`src/design/pdp_pkg.sv`:
```
// Package for the pixel delta predictor: payload structs, format codes,
// register indexes and the depth clamp value.
package pdp_pkg;

    localparam int MaxPlanes = 6;
    localparam int Channels  = 6;

    localparam logic [1:0] FMT_DEPTH = 2'd0;
    localparam logic [1:0] FMT_PLANE = 2'd1;
    localparam logic [1:0] FMT_RGB   = 2'd2;
    localparam logic [1:0] FMT_RGBA  = 2'd3;

    localparam logic [1:0] REG_FORMAT = 2'd0;
    localparam logic [1:0] REG_PLANES = 2'd1;
    localparam logic [1:0] REG_WIDTH  = 2'd2;

    localparam logic [23:0] DepthMax = 24'hffffff;

    typedef struct packed {
        logic [31:0] depth_bits;
        logic [7:0]  byte_5;
        logic [7:0]  byte_4;
        logic [7:0]  byte_3;
        logic [7:0]  byte_2;
        logic [7:0]  byte_1;
        logic [7:0]  byte_0;
    } t_pix_in;

    typedef struct packed {
        logic [7:0] res_5;
        logic [7:0] res_4;
        logic [7:0] res_3;
        logic [7:0] res_2;
        logic [7:0] res_1;
        logic [7:0] res_0;
        logic       last_in_row;
    } t_pix_out;

    typedef struct packed {
        logic [1:0]  format;
        logic [2:0]  plane_count;
        logic [15:0] row_width;
    } t_cfg;

endpackage

```
`src/design/pdp_depth.sv`:
```
// Depth conversion: float32 times 16777215 in single precision, truncated.
// Depends on pdp_pkg.
module pdp_depth import pdp_pkg::*; (
    input  logic [31:0] i_bits,
    output logic [23:0] o_fixed
);
    // f * (2^24 - 1) = m*2^24 - m, m = 24-bit significand; round to 24 bits
    logic [7:0]  exp_f;
    logic [23:0] man;
    logic [47:0] prod;
    logic        top;
    logic [23:0] sig;
    logic        rbit;
    logic        sticky;
    logic [24:0] sig_r;
    logic [9:0]  e_val;
    logic [23:0] sig_n;
    logic [9:0]  e_n;
    logic [4:0]  sh;

    always_comb begin
        exp_f  = i_bits[30:23];
        man    = {(exp_f != 8'd0), i_bits[22:0]};
        prod   = {man, 24'd0} - {24'd0, man};
        top    = prod[47];
        // normalize: product has leading bit at 47 or 46 for normal inputs
        sig    = top ? prod[47:24] : prod[46:23];
        rbit   = top ? prod[23] : prod[22];
        sticky = top ? (prod[22:0] != 23'd0) : (prod[21:0] != 22'd0);
        sig_r  = {1'b0, sig} + {24'd0, rbit & (sticky | sig[0])};
        // value = sig * 2^(e_val - 23), e_val unbiased exponent of product
        e_val  = {2'd0, exp_f} - 10'd104 + (top ? 10'd1 : 10'd0);
        sig_n  = sig_r[24] ? sig_r[24:1] : sig_r[23:0];
        e_n    = e_val + (sig_r[24] ? 10'd1 : 10'd0);
        sh     = 5'd23 - e_n[4:0];
        if (i_bits[31] || exp_f == 8'd0 || (exp_f == 8'hff && i_bits[22:0] != 23'd0)) begin
            o_fixed = '0;   // negative, zero, subnormal (product < 1) or NaN
        end else if (exp_f == 8'hff || (!e_n[9] && e_n >= 10'd24)) begin
            o_fixed = DepthMax;
        end else if (e_n[9]) begin
            o_fixed = '0;   // below one
        end else begin
            o_fixed = sig_n >> sh;
        end
    end
endmodule

```
`src/design/pdp_datapath.sv`:
```
// Channel value selection, color transform and delta against history.
// Depends on pdp_pkg and pdp_depth.
module pdp_datapath import pdp_pkg::*; (
    input  t_pix_in                    i_pix,
    input  t_cfg                       i_cfg,
    input  logic                       i_row_start,
    input  logic [Channels-1:0][7:0]   i_prev,
    output logic [Channels-1:0][7:0]   o_val,
    output logic [Channels-1:0]        o_used,
    output logic [Channels-1:0][7:0]   o_res
);
    logic [23:0] fixed;
    logic [2:0]  n;
    logic [7:0]  prv;

    pdp_depth u_depth (.i_bits(i_pix.depth_bits), .o_fixed(fixed));

    always_comb begin
        n = (i_cfg.plane_count == 3'd0) ? 3'd1 :
            (i_cfg.plane_count > 3'(MaxPlanes)) ? 3'(MaxPlanes) : i_cfg.plane_count;
        o_val  = '0;
        o_used = '0;
        unique case (i_cfg.format)
            FMT_DEPTH: begin
                o_val[0] = fixed[7:0];
                o_val[1] = fixed[15:8];
                o_val[2] = fixed[23:16];
                o_used   = 6'b000111;
            end
            FMT_PLANE: begin
                o_val = {i_pix.byte_5, i_pix.byte_4, i_pix.byte_3,
                         i_pix.byte_2, i_pix.byte_1, i_pix.byte_0};
                for (int i = 0; i < Channels; i++) begin
                    o_used[i] = (3'(i) < n);
                end
            end
            default: begin
                o_val[0] = i_pix.byte_2;
                o_val[1] = i_pix.byte_1 - i_pix.byte_2;
                o_val[2] = i_pix.byte_1 - i_pix.byte_0;
                o_val[3] = i_pix.byte_3;
                o_used   = (i_cfg.format == FMT_RGBA) ? 6'b001111 : 6'b000111;
            end
        endcase
        // difference against the same channel of the previous pixel, or zero at row start
        for (int i = 0; i < Channels; i++) begin
            prv      = i_row_start ? 8'd0 : i_prev[i];
            o_res[i] = o_used[i] ? (o_val[i] - prv) : 8'd0;
        end
    end
endmodule

```
`src/design/pixel_delta_predictor.sv`:
```
// Pixel delta predictor: one pixel beat in, one residual beat out, one
// pixel per clock unless stalled. A beat is registered on input,
// converted and differenced in one pass, and held in an output register.
// History and the column counter advance at input register unload.
// Configure only while idle. Depends on pdp_pkg, pdp_datapath, pdp_depth.
module pixel_delta_predictor import pdp_pkg::*; (
    input  logic        i_clk,
    input  logic        i_rst_n,
    input  logic        i_valid,
    output logic        o_ready,
    input  t_pix_in     i_data,
    output logic        o_valid,
    input  logic        i_ready,
    output t_pix_out    o_data,
    input  logic        i_cfg_valid,
    output logic        o_cfg_ready,
    input  logic [1:0]  i_cfg_index,
    input  logic [15:0] i_cfg_data
);
    t_cfg                     r_cfg;
    t_pix_in                  r_pix;
    logic                     r_pv;
    logic                     r_ov;
    t_pix_out                 r_out;
    logic [Channels-1:0][7:0] r_prev;
    logic [15:0]              r_col;

    logic [Channels-1:0][7:0] val;
    logic [Channels-1:0]      used;
    logic [Channels-1:0][7:0] res;
    logic                     adv;
    logic [15:0]              n_col;
    logic [15:0]              width;
    logic                     last;

    assign o_cfg_ready = 1'b1;
    assign adv     = r_pv && (!r_ov || i_ready);
    assign o_ready = !r_pv || adv;
    assign o_valid = r_ov;
    assign o_data  = r_out;

    pdp_datapath u_dp (
        .i_pix(r_pix), .i_cfg(r_cfg), .i_row_start(r_col == 16'd0),
        .i_prev(r_prev), .o_val(val), .o_used(used), .o_res(res)
    );

    always_comb begin
        width = (r_cfg.row_width == 16'd0) ? 16'd1 : r_cfg.row_width;
        n_col = r_col + 16'd1;
        last  = (n_col >= width) || (n_col == 16'd0);
    end

    // configuration writes
    always_ff @(posedge i_clk) begin
        if (!i_rst_n) begin
            r_cfg <= '{format: FMT_DEPTH, plane_count: 3'd1, row_width: 16'd1};
        end else if (i_cfg_valid) begin
            unique case (i_cfg_index)
                REG_FORMAT: r_cfg.format      <= i_cfg_data[1:0];
                REG_PLANES: r_cfg.plane_count <= i_cfg_data[2:0];
                REG_WIDTH:  r_cfg.row_width   <= i_cfg_data;
                default: ;
            endcase
        end
    end

    // input register, output register, history and column counter
    always_ff @(posedge i_clk) begin
        if (!i_rst_n) begin
            r_pv   <= 1'b0;
            r_ov   <= 1'b0;
            r_col  <= '0;
            r_prev <= '0;
        end else begin
            if (o_ready) begin
                r_pv <= i_valid;
            end
            if (adv) begin
                r_ov  <= 1'b1;
                r_col <= last ? 16'd0 : n_col;
                for (int i = 0; i < Channels; i++) begin
                    if (used[i]) begin
                        r_prev[i] <= val[i];
                    end else if (r_col == 16'd0) begin
                        r_prev[i] <= 8'd0;
                    end
                end
            end else if (i_ready) begin
                r_ov <= 1'b0;
            end
        end
    end

    // payload registers
    always_ff @(posedge i_clk) begin
        if (o_ready && i_valid) begin
            r_pix <= i_data;
        end
        if (adv) begin
            r_out <= '{res_5: res[5], res_4: res[4], res_3: res[3], res_2: res[2],
                       res_1: res[1], res_0: res[0], last_in_row: last};
        end
    end

    a_col_lt_width: assert property (@(posedge i_clk) disable iff (!i_rst_n)
        adv |=> (r_col < width) || !$stable(r_cfg.row_width))
        else $error("column counter past row width");
    a_last_resets_col: assert property (@(posedge i_clk) disable iff (!i_rst_n)
        adv && last |=> r_col == 16'd0)
        else $error("column counter not cleared after row end");
    a_out_hold: assert property (@(posedge i_clk) disable iff (!i_rst_n)
        r_ov && !i_ready |=> r_ov && $stable(r_out))
        else $error("stalled result lost");
endmodule

```
`config.mk`:
```
export PLATFORM = sky130hd
export DESIGN_NAME = pixel_delta_predictor
export DESIGN_NICKNAME = d
export VERILOG_FILES = /design/src/design/pdp_pkg.sv /design/src/design/pdp_depth.sv /design/src/design/pdp_datapath.sv /design/src/design/pixel_delta_predictor.sv
export SDC_FILE = /design/constraint.sdc
export NUM_CORES = 1
export LEC_CHECK = 0
export BUFFER_PORTS_ARGS = -buffer_cell sky130_fd_sc_hd__buf_4
export CAP_MARGIN = 20
export CORE_MARGIN = 1.5
export CORE_UTILIZATION = 45
export CTS_CLUSTER_DIAMETER = 150
export DETAILED_ROUTE_END_ITERATION = 6
export SYNTH_ARGS = -nofsm -noshare
export SYNTH_HDL_FRONTEND = slang
export SYNTH_SLANG_ARGS = --single-unit
```
`constraint.sdc`:
```
create_clock -name i_clk -period 11.25 [get_ports i_clk]
set_clock_uncertainty 0.2 [all_clocks]
set_input_delay 1.6875 -clock i_clk [delete_from_list [all_inputs] [get_ports i_clk]]
set_output_delay 1.6875 -clock i_clk [all_outputs]
set_load 0.01 [all_outputs]
```
* Yosys cells after proc, flatten, opt, wreduce, memory -nomap -nowiden
Index checks and enable logic that the tools add are counted.
** Storage, ports and cells
- Bits in registers :: 216
- Bits in latches :: 0
- Bits in writable memories :: 0
- ROM bits :: 0
- Output and inout bits :: 52
- Logic and storage cells :: 118
- Memories :: 0
** Cells by class
- Add/subtract/negate cells :: 15
- Multiply operators :: 0
- Divide/modulo/power cells :: 0
- Magnitude comparators :: 9
- Equality and inequality tests :: 5
- Shift-type cells :: 1
- Multiplexer cells :: 32
- Bitwise operators :: 2
- Reduce and logical (&&, ||, !) cells :: 28
** Operators by type and width (count)
- 24-bit two-way mux :: 5
- 8-bit two-way mux :: 13
- 8-bit subtractor :: 8
- 16-bit zero test :: 3
- 16-bit two-way mux :: 3
- 24-bit one-hot mux with 2 select lines :: 1
- 48-bit by 24-bit subtractor with 48-bit output :: 1
- 23-bit nonzero test :: 2
- 24-bit by 1-bit adder with 25-bit output :: 1
- 24-bit by 5-bit right shift with 24-bit output :: 1
- 22-bit nonzero test :: 1
- 16-bit by 1-bit adder with 16-bit output, second input constant :: 1
- 16-bit >= comparator :: 1
- 6-bit one-hot mux with 2 select lines :: 1
- 10-bit by 1-bit adder with 10-bit output :: 1
- 9-bit by 2-bit adder with 10-bit output :: 1
- 10-bit by 5-bit >= comparator with 1-bit output, second input constant :: 1
- 8-bit by 7-bit subtractor with 9-bit output, second input constant :: 1
- 8-bit == test, second input constant :: 1
- 8-bit zero test :: 1
- 8-bit nonzero test :: 1
- 1-bit logical OR :: 6
- 1-bit by 3-bit less-than comparator with 1-bit output, first input constant :: 2
- 2-bit by 3-bit less-than comparator with 1-bit output, first input constant :: 2
- other kinds (16) :: 33

* Longest topological paths before layout
Gate-level depths: netlist (run 1).
- Depth after elaboration :: 16
- Gate-level depth with buffers :: 40
- Mapped depth without buffers :: 35

* Hierarchy
Synthesis (run 1) repeated with hierarchy kept, for this count alone.
** Unflattened totals
- Cell total of the unflattened synthesis :: 1793
- Area, all modules :: 15700.1 um^2
** Modules (own cells, without submodules)
- pixel_delta_predictor :: instances 1, cells an instance 638, area an instance 8179.1 um^2
- pdp_depth :: instances 1, cells an instance 635, area an instance 3983.8 um^2
- pdp_datapath :: instances 1, cells an instance 520, area an instance 3537.1 um^2

* Least setup slack after synthesis (run 1)
OpenSTA, ideal clock, no wires.
- Path type :: reg2reg
- From :: reg r_pix[51] (netlist name)
- To :: reg r_out (netlist bit o_data[16]), data pin
- Data arrival time :: 7.866 ns
- Path slack :: 2.918 ns
- Cell stages (with the launch flop) :: 34
- Clock period less this slack :: 8.332 ns
- Cell sequence :: edfxtp_1 -> buf_6 -> or4_1 -> buf_2 -> or4_4 -> o41ai_4 -> nor2b_1 -> ha_1 -> o2111a_1 -> a41oi_1 -> a31oi_1 -> nand4_1 -> nor2_4 -> inv_2 -> clkbuf_1 -> fa_1 -> inv_1 -> ha_1 -> xor2_1 -> mux4_2 -> nand2_1 -> o21ai_0 -> a21oi_1 -> nand2_1 -> ha_1 -> a21o_1 -> a21o_1 -> a21o_1 -> a21o_1 -> a21o_1 -> a21oi_1 -> xor2_1 -> xnor2_1 -> nor2_1
** Between the ends
- Cells in the longest elaborated chain, start to end :: 15
- Elaborated cells on any way between the ends :: 28
- Classes of those cells :: add/sub (6); order compare (1); shift (1); mux (10); bitwise (2); reduce/logical (8)
** Ends and longest elaborated chain
- start, declared :: RTL line pixel_delta_predictor.sv:21 : t_pix_in r_pix;
- start signal, assigned :: RTL line pixel_delta_predictor.sv:97 : r_pix <= i_data;
- 48-bit by 24-bit subtractor with 48-bit output :: RTL line pdp_depth.sv:24 : prod = {man, 24'd0} - {24'd0, man};
- 23-bit nonzero test or 22-bit nonzero test (tied branches) :: RTL line pdp_depth.sv:29 : sticky = top ? (prod[22:0] != 23'd0) : (prod[21:0] != 22'd0);
- 1-bit two-way mux :: RTL line pdp_depth.sv:29
- 1-bit bitwise OR :: RTL line pdp_depth.sv:30 : sig_r = {1'b0, sig} + {24'd0, rbit & (sticky | sig[0])};
- 1-bit AND :: RTL line pdp_depth.sv:30
- 24-bit by 1-bit adder with 25-bit output :: RTL line pdp_depth.sv:30
- 1-bit two-way mux :: RTL line pdp_depth.sv:34 : e_n = e_val + (sig_r[24] ? 10'd1 : 10'd0);
- 10-bit by 1-bit adder with 10-bit output :: RTL line pdp_depth.sv:34
- 5-bit subtractor, or another cell as far along :: RTL line pdp_depth.sv:35 : sh = 5'd23 - e_n[4:0];
- 24-bit by 5-bit right shift with 24-bit output or 1-bit logical AND (tied branches) :: RTL line pdp_depth.sv:43, pdp_depth.sv:38
- 24-bit two-way mux or 1-bit logical OR (tied branches) :: RTL line pdp_depth.sv:40, pdp_depth.sv:38
- 24-bit two-way mux :: RTL line pdp_depth.sv:38 : end else if (exp_f == 8'hff || (!e_n[9] && e_n >= 10'd24)) begin
- 24-bit two-way mux * :: RTL line pdp_depth.sv:36 : if (i_bits[31] || exp_f == 8'd0 || (exp_f == 8'hff && i_bits[22:0] != 23'd0)) begin
- 24-bit one-hot mux with 2 select lines * :: RTL line pdp_datapath.sv:23 : unique case (i_cfg.format)
- 8-bit subtractor * :: RTL line pdp_datapath.sv:48 : o_res[i] = o_used[i] ? (o_val[i] - prv) : 8'd0;
- end signal, assigned :: RTL line pixel_delta_predictor.sv:100 : r_out <= '{res_5: res[5], res_4: res[4], res_3: res[3], res_2: res[2],
- end, declared :: RTL line pixel_delta_predictor.sv:24 : t_pix_out r_out;
Mark *: on every way between the ends. The rest lies on a longest branch, timed or not.
A chain may end at the register's enable or synchronous reset.

* Final worst setup path (run 1)
- From :: reg r_pix[53] (netlist name)
- To :: reg r_out (netlist bit o_data[16]), data pin
The elaborated chain is that of the path after synthesis.

==> impl_metrics.toml, run 1 <==
[run_status]
status = "finished clean"

[detailed_routing]
drt_iter0_drc = 1039
ant_nets = 0
first_pass_iters = 5
drc = 0
routedWlPerCell_um = 19.2
vias_per_cell = 5.86
totalWireLength_um = 41100
dr_total_vias = 12500

[clock_network]
path_clk_slew_ps = 70
cts_root_buf = "clkbuf_16"
cts_resized = 0
clock_sinks = 216
cts_tree = "built"
post_cts_buffers = 0
htree_levels = 1
cts_hold_buf = 0
clkLatencyLatePin_ps = 560
cts-buffers-inserted = 26
cts_buffer_depth = 3

[setup_path]
crit_slowest_cell = "or4_1"
r2r_setup_slack_ps = 1740
cp_slowest_stage_delay_ps = 730
cp_common_cell = "a21o_1"
r2r_cells = 32
rr_startpoint = "r_pix[53]"
arrival_ps = 9580
required_ps = 11320
worstSetupPathType = "flip-flop to flip-flop"
crit_fanout = 34
startpoint_type = "flip-flop"
cp-end-kind = "flip-flop"
worstReg2RegEnd = "o_data[16]"
crit_start = "r_pix[53]"

[final_layout]
fin_area_mm2 = 0.0168
drive_gt1_share_pct = 16.2
post-route-util_pct = 53.3
antenna_cells = 0
nNetsFinal = 1908
area_delta_synth_final_pct = 15.9
fillCellCount = 2943
fin_cells = 2140

[pwr]
irDropWorstVdd_mv = 0.0999
power_leakage_nw = 6.48
power.density_mw_per_mm2 = 132

[sta]
finalSetupViolCount = 0
post-route-min-period_ps = 9510
worstMarginPinSlew_ps = 927
fin_crit_sh_pct = 84.5
drv_slew = 0
slew_headroom_pct = 36.4
layout_setup_ws_ps = 1740
final-hold-violation-count = 0
fin_setup_tns_ps = 0
timing.fmax_mhz = 105
rsz0062_at_grt = "no"

[synth]
synth-edff-count = 129
seq_area_frac_synth_pct = 38.6
yosysWarningCount = 0
syn_nets = 1789
yosys.area_share.simple_pct = 20.2
async_flop_share_pct = 0
synth-seq-cells = 216
ys.flop_type = "edfxtp_1"
netlist_area_mm2 = 0.0145
syn_area_per_cell_um2 = 9.09
yosys.cell_types.count = 103
synth_top_family_by_area = "simple AND/OR/NAND/NOR gates"
synth-compound-area-share_pct = 19.7
synthMuxAreaShare_pct = 3.94
synth-xor-area-share_pct = 5.41
synthAdderAreaFrac_pct = 8.10
syn_inst = 1599

[placed_design]
gp_congestion = 0.932
place_area_mm2 = 0.0160
numPortBuffers = 153
dp_hpwl_um = 30300
post-place-ws_ps = 1900
placedCellCount = 2092

[global_routing]
grt_util_all_layers_pct = 24.2
grt_pass1_vias = 11900
grt_pass1_wl_um = 64500
grt_max_degree = 71
antenna_found_initial = 0
grt_overflow = 0

[floorplanning]
start_util_pct = 45.9
core-area_mm2 = 0.0316
die_w_um = 183
ios = 155
rows = 65
die_h_um = 183
die_area_mm2 = 0.0334

[hold_path]
min_path_cells = 2
holdPathEnd = "r_prev[8]"
hp-class = "flip-flop to flip-flop"
min_from = "r_prev[8]"

[flow_run]
drv_cap = 0
-- state kept, by name (all words and copies together) (netlist names) --
register  count
r_pix        80
o_data       49
r_prev       48
r_cfg        21
r_col        16
o_valid       1
r_pv          1
-- critical path, delay by kind of cell (launching register included) --
family | cells | cell delay [ps]
adder cells (fa/ha/maj) | 3 | 1150
AND/OR/NAND/NOR | 9 | 2660
buffers and inverters | 4 | 1020
multiplexers | 1 | 530
XOR/XNOR | 2 | 320
AO/OA/AOI/OAI | 13 | 2870
flip-flops | 1 | 460
-- how the worst max path moves through the flow --
stage                 endpoint  slack, ps  cells after the start
floorplan           o_data[16]       2920                     33
finish              o_data[16]       1740                     32
global placement    o_data[16]       2150                     32
CTS                 o_data[16]       1840                     32
global route        o_data[23]       1130                     30
detailed placement  o_data[16]       1900                     32
-- power breakdown --
group | internal (W) | switching [W]
sequential | 0.000892 | 0.0000319
clock | 0.000481 | 0.000343
combinational | 0.000201 | 0.000267
-- stage by stage --
stage | power, W | hold slack, ps
CTS | 0.00224 | 258
detailed placement | 0.00141 | 249
global placement | 0.00141 | 238
global route | 0.00232 | 287
finish | 0.00222 | 259
floorplan | 0.00124 | 227
-- layer usage --
metal / up-vias / GRT usage, % / share of wire (%)
met2: 449 / 40.2 / 46
met5: - / 0 / 0
met3: 77 / 3.39 / 6.0
met4: 0 / 7.04 / 2.9
li1: 6107 / - / -
met1: 5908 / 32.9 / 45
-- cells in the mapped netlist (all sizes together), types with 44 or more instances --
library cell,count,area share (%)
a22oi,44,2.3
dfxtp,87,12
nand2,194,5.0
a21oi,101,3.5
clkbuf,70,1.8
inv,64,1.7
nand3,47,1.6
a21o,54,2.8
edfxtp,129,27
nor2,153,4.0
xnor2,54,3.3
o21ai,55,1.9
ha,78,6.7
-- placed cells by master, fill, tap and decap left out, drive strengths merged, types with 44 or more instances in the layout --
cell type  Yosys  layout
a21o          54      54
a21oi        101     101
a22oi         44      44
buf           13     174
dfxtp         87      87
edfxtp       129     129
ha            78      78
inv           64      65
nand2        194     194
nand3         47      47
nor2         153     153
o21ai         55      55
xnor2         54      54
-- layout make-up --
type	instances	area [um^2]	share of cell area, %
clock inverter	16	135	0.802
clock buffer	32	693	4.11
multi-input combinational	1234	8350	49.6
inverter	66	248	1.47
tap	402	503	2.99
sequential	216	5620	33.3
timing repair buffer	174	1310	7.75
-- logic make-up after synthesis --
kind of cell               after synthesis
AOI/OAI and AO/OA                      412
xor gates and xnor gates                89
adders and majority gates               89
buffers and inverters                  149
DFF                                    216
muxes                                   42
other                                    1
and+or+nand+nor                        601
Note: power is estimated with default switching activity, not from simulation.
==> run 2: changes to the inputs <==
--- a/config.mk
+++ b/config.mk
@@ -5,6 +5,7 @@
 export SDC_FILE = /design/constraint.sdc
 export NUM_CORES = 1
 export LEC_CHECK = 0
+export ABC_AREA = 1
 export BUFFER_PORTS_ARGS = -buffer_cell sky130_fd_sc_hd__buf_4
 export CAP_MARGIN = 20
 export CORE_MARGIN = 1.5
==> constraint.sdc (replaced) <==
create_clock -name i_clk -period 9.9 [get_ports i_clk]
set_clock_uncertainty 0.2 [all_clocks]
set_input_delay 1.485 -clock i_clk [delete_from_list [all_inputs] [get_ports i_clk]]
set_output_delay 1.485 -clock i_clk [all_outputs]
set_load 0.01 [all_outputs]
==> impl_metrics.toml, run 2 <==
[setup_path]
startpoint_type = "flip-flop"
worstSetupPathType = "flip-flop to flip-flop"
cp-end-kind = "flip-flop"
r2r_setup_slack_ps = 1710
cp_slowest_stage_delay_ps = 710
arrival_ps = 8270
crit_fanout = 41
r2r_cells = 44
crit_slowest_cell = "ha_1"
worstReg2RegEnd = "o_data[16]"
cp_common_cell = "nor2_1"
rr_startpoint = "r_pix[60]"
required_ps = 9980

[sta]
post-route-min-period_ps = 8190
finalSetupViolCount = 0
drv_slew = 0
final-hold-violation-count = 0
slew_headroom_pct = 31.2
worstMarginPinSlew_ps = 1030
timing.fmax_mhz = 122
fin_setup_tns_ps = 0
rsz0062_at_grt = "no"
fin_crit_sh_pct = 82.7
hold_ws_ps = 264

[synth]
synth-seq-cells = 216
synth_largest_area_cell = "edfxtp_1"
syn_nets = 2291
synth_top_area_share_pct = 25.7
netlist_area_mm2 = 0.0151
synth-edff-count = 129
seq_area_frac_synth_pct = 37.3
ys.flop_type = "edfxtp_1"
async_flop_share_pct = 0
yosys.cell_types.count = 57
yosysMostFrequentCell = "nand2_1"
syn_inst = 2101
syn_area_per_cell_um2 = 7.17
synthTopCellsByArea = "edfxtp_1 (26%), nand2_1 (13%), dfxtp_1 (12%)"
synth_common_cells = "nand2_1 (534), inv_1 (258), nor2_1 (226)"
yosysWarningCount = 0

[final_layout]
nNetsFinal = 2410
area_delta_synth_final_pct = 15.4
largest_reg_flops = 80
final_cell_mix = "nand2_1 (532), inv_1 (256), nor2_1 (226), buf_4 (172), nand3_1 (166)"
top_register = "r_pix"
final_common_cell = "nand2_1"
fin_cells = 2680
antenna_cells = 0
drive_gt1_share_pct = 12.0

[clock_network]
clock_sinks = 216
cts-buffers-inserted = 24
htree_levels = 1
cts_buffer_depth = 3
cts_hold_buf = 0
cts_root_buf = "clkbuf_16"
post_cts_buffers = 0
cts_tree = "built"
cts_resized = 0
path_clk_slew_ps = 60
clkLatencyLatePin_ps = 530

[detailed_routing]
drc = 0
dr_total_vias = 13800
routedWlPerCell_um = 15.1
vias_per_cell = 5.16
drt_iter0_drc = 873
totalWireLength_um = 40500
ant_nets = 0
first_pass_iters = 5

[pwr]
swShare_pct = 30.1
switchingPower_w = 0.000760
p_clk_share_pct = 35.8
combPwrFrac_pct = 22.5
power_leakage_nw = 7.82
pwr-share-seq_pct = 41.7
power.density_mw_per_mm2 = 145
power.total_w = 0.00252
irDropWorstVdd_mv = 0.133
p_int_w = 0.00176

[hold_path]
min_from = "r_prev[22]"
hp-class = "flip-flop to flip-flop"
min_path_cells = 2
holdPathEnd = "r_prev[22]"

[placed_design]
placedCellCount = 2635
numPortBuffers = 153
dp_hpwl_um = 30500
gp_congestion = 0.877

[global_routing]
grt_overflow = 0
met2_usage_pct = 39.3
use_met3_pct = 3.13
grt_max_degree = 81
grtUsageMet1_pct = 32.0
grt_pass1_vias = 12900
grt_util_all_layers_pct = 23.6
busiest_layer = "met2"
antenna_found_initial = 0
grt_pass1_wl_um = 65300

[floorplanning]
rows = 66
die_h_um = 186
die_area_mm2 = 0.0346
die_w_um = 186
core-area_mm2 = 0.0327
ios = 155
start_util_pct = 46.1

[run_status]
status = "finished clean"

[flow_run]
drv_cap = 0
## run 2: through the flow
stage / utilization (%) / cell area [um^2] / setup WS [ps]
3_5_place_dp: 50.6 / 16600 / 1780
6_report: 53.2 / 17400 / 1710
4_1_cts: 53.1 / 17400 / 1750
3_3_place_gp: 50.6 / 16600 / 1950
2_1_floorplan: - / 15100 / 3100
5_1_grt: 53.2 / 17400 / 759
## run 2: power by group through the flow
stage	logic, W	registers [W]	clock network [W]
after global placement	0.000559	0.00107	0
after detailed placement	0.000564	0.00107	0
after floorplan	0.000384	0.00107	0
after CTS	0.000568	0.00105	0.000926
after global routing	0.000648	0.00106	0.000961
final	0.000568	0.00105	0.000903
## run 2: final cells by class
cell class / instances / area [um^2]
fill: 3307 / 15300
multi-input combinational: 1539 / 8090
sequential: 216 / 5620
timing repair buffer: 173 / 1320
inverter: 266 / 1000
clock buffer: 30 / 674
tap: 442 / 553
clock inverter: 14 / 125
## run 2: kinds of logic (layout without fill, tap and decap cells)
group                    count (synthesis)  after routing  share of synthesized area, %
XOR/XNOR                                41             41                          2.38
flip-flops                             216            216                          37.3
buffers and inverters                  346            483                          9.11
AO/OA/AOI/OAI                          383            383                          14.0
adder cells (fa/ha/maj)                 87             87                          7.68
other                                    1              1                        0.0249
AND/OR/NAND/NOR                       1027           1027                          29.5
## run 2: critical path, delay by kind of cell, from the launching register on
family	cells	cell delay, ps
AOI/OAI and AO/OA	6	810
buffers and inverters	8	1480
DFF	1	480
and+or+nand+nor	25	3300
adders and majority gates	4	1560
xor gates and xnor gates	1	90
## run 2: how the worst max path moves through the flow
stage	start	end	slack, ps	cells after the start
after floorplan	r_pix[49]	o_data[16]	3100	46
after global placement	r_pix[60]	o_data[16]	1950	44
after detailed placement	r_pix[60]	o_data[16]	1780	44
after CTS	r_pix[60]	o_data[16]	1750	44
after global routing	r_pix[53]	o_data[16]	760	44
final	r_pix[60]	o_data[16]	1710	44
## run 2: layer usage
layer  vias up  wire (um)
li1       7176          -
met1      6284      19200
met2       298      18600
met3        59       1650
met4         0       1010
met5         -          0
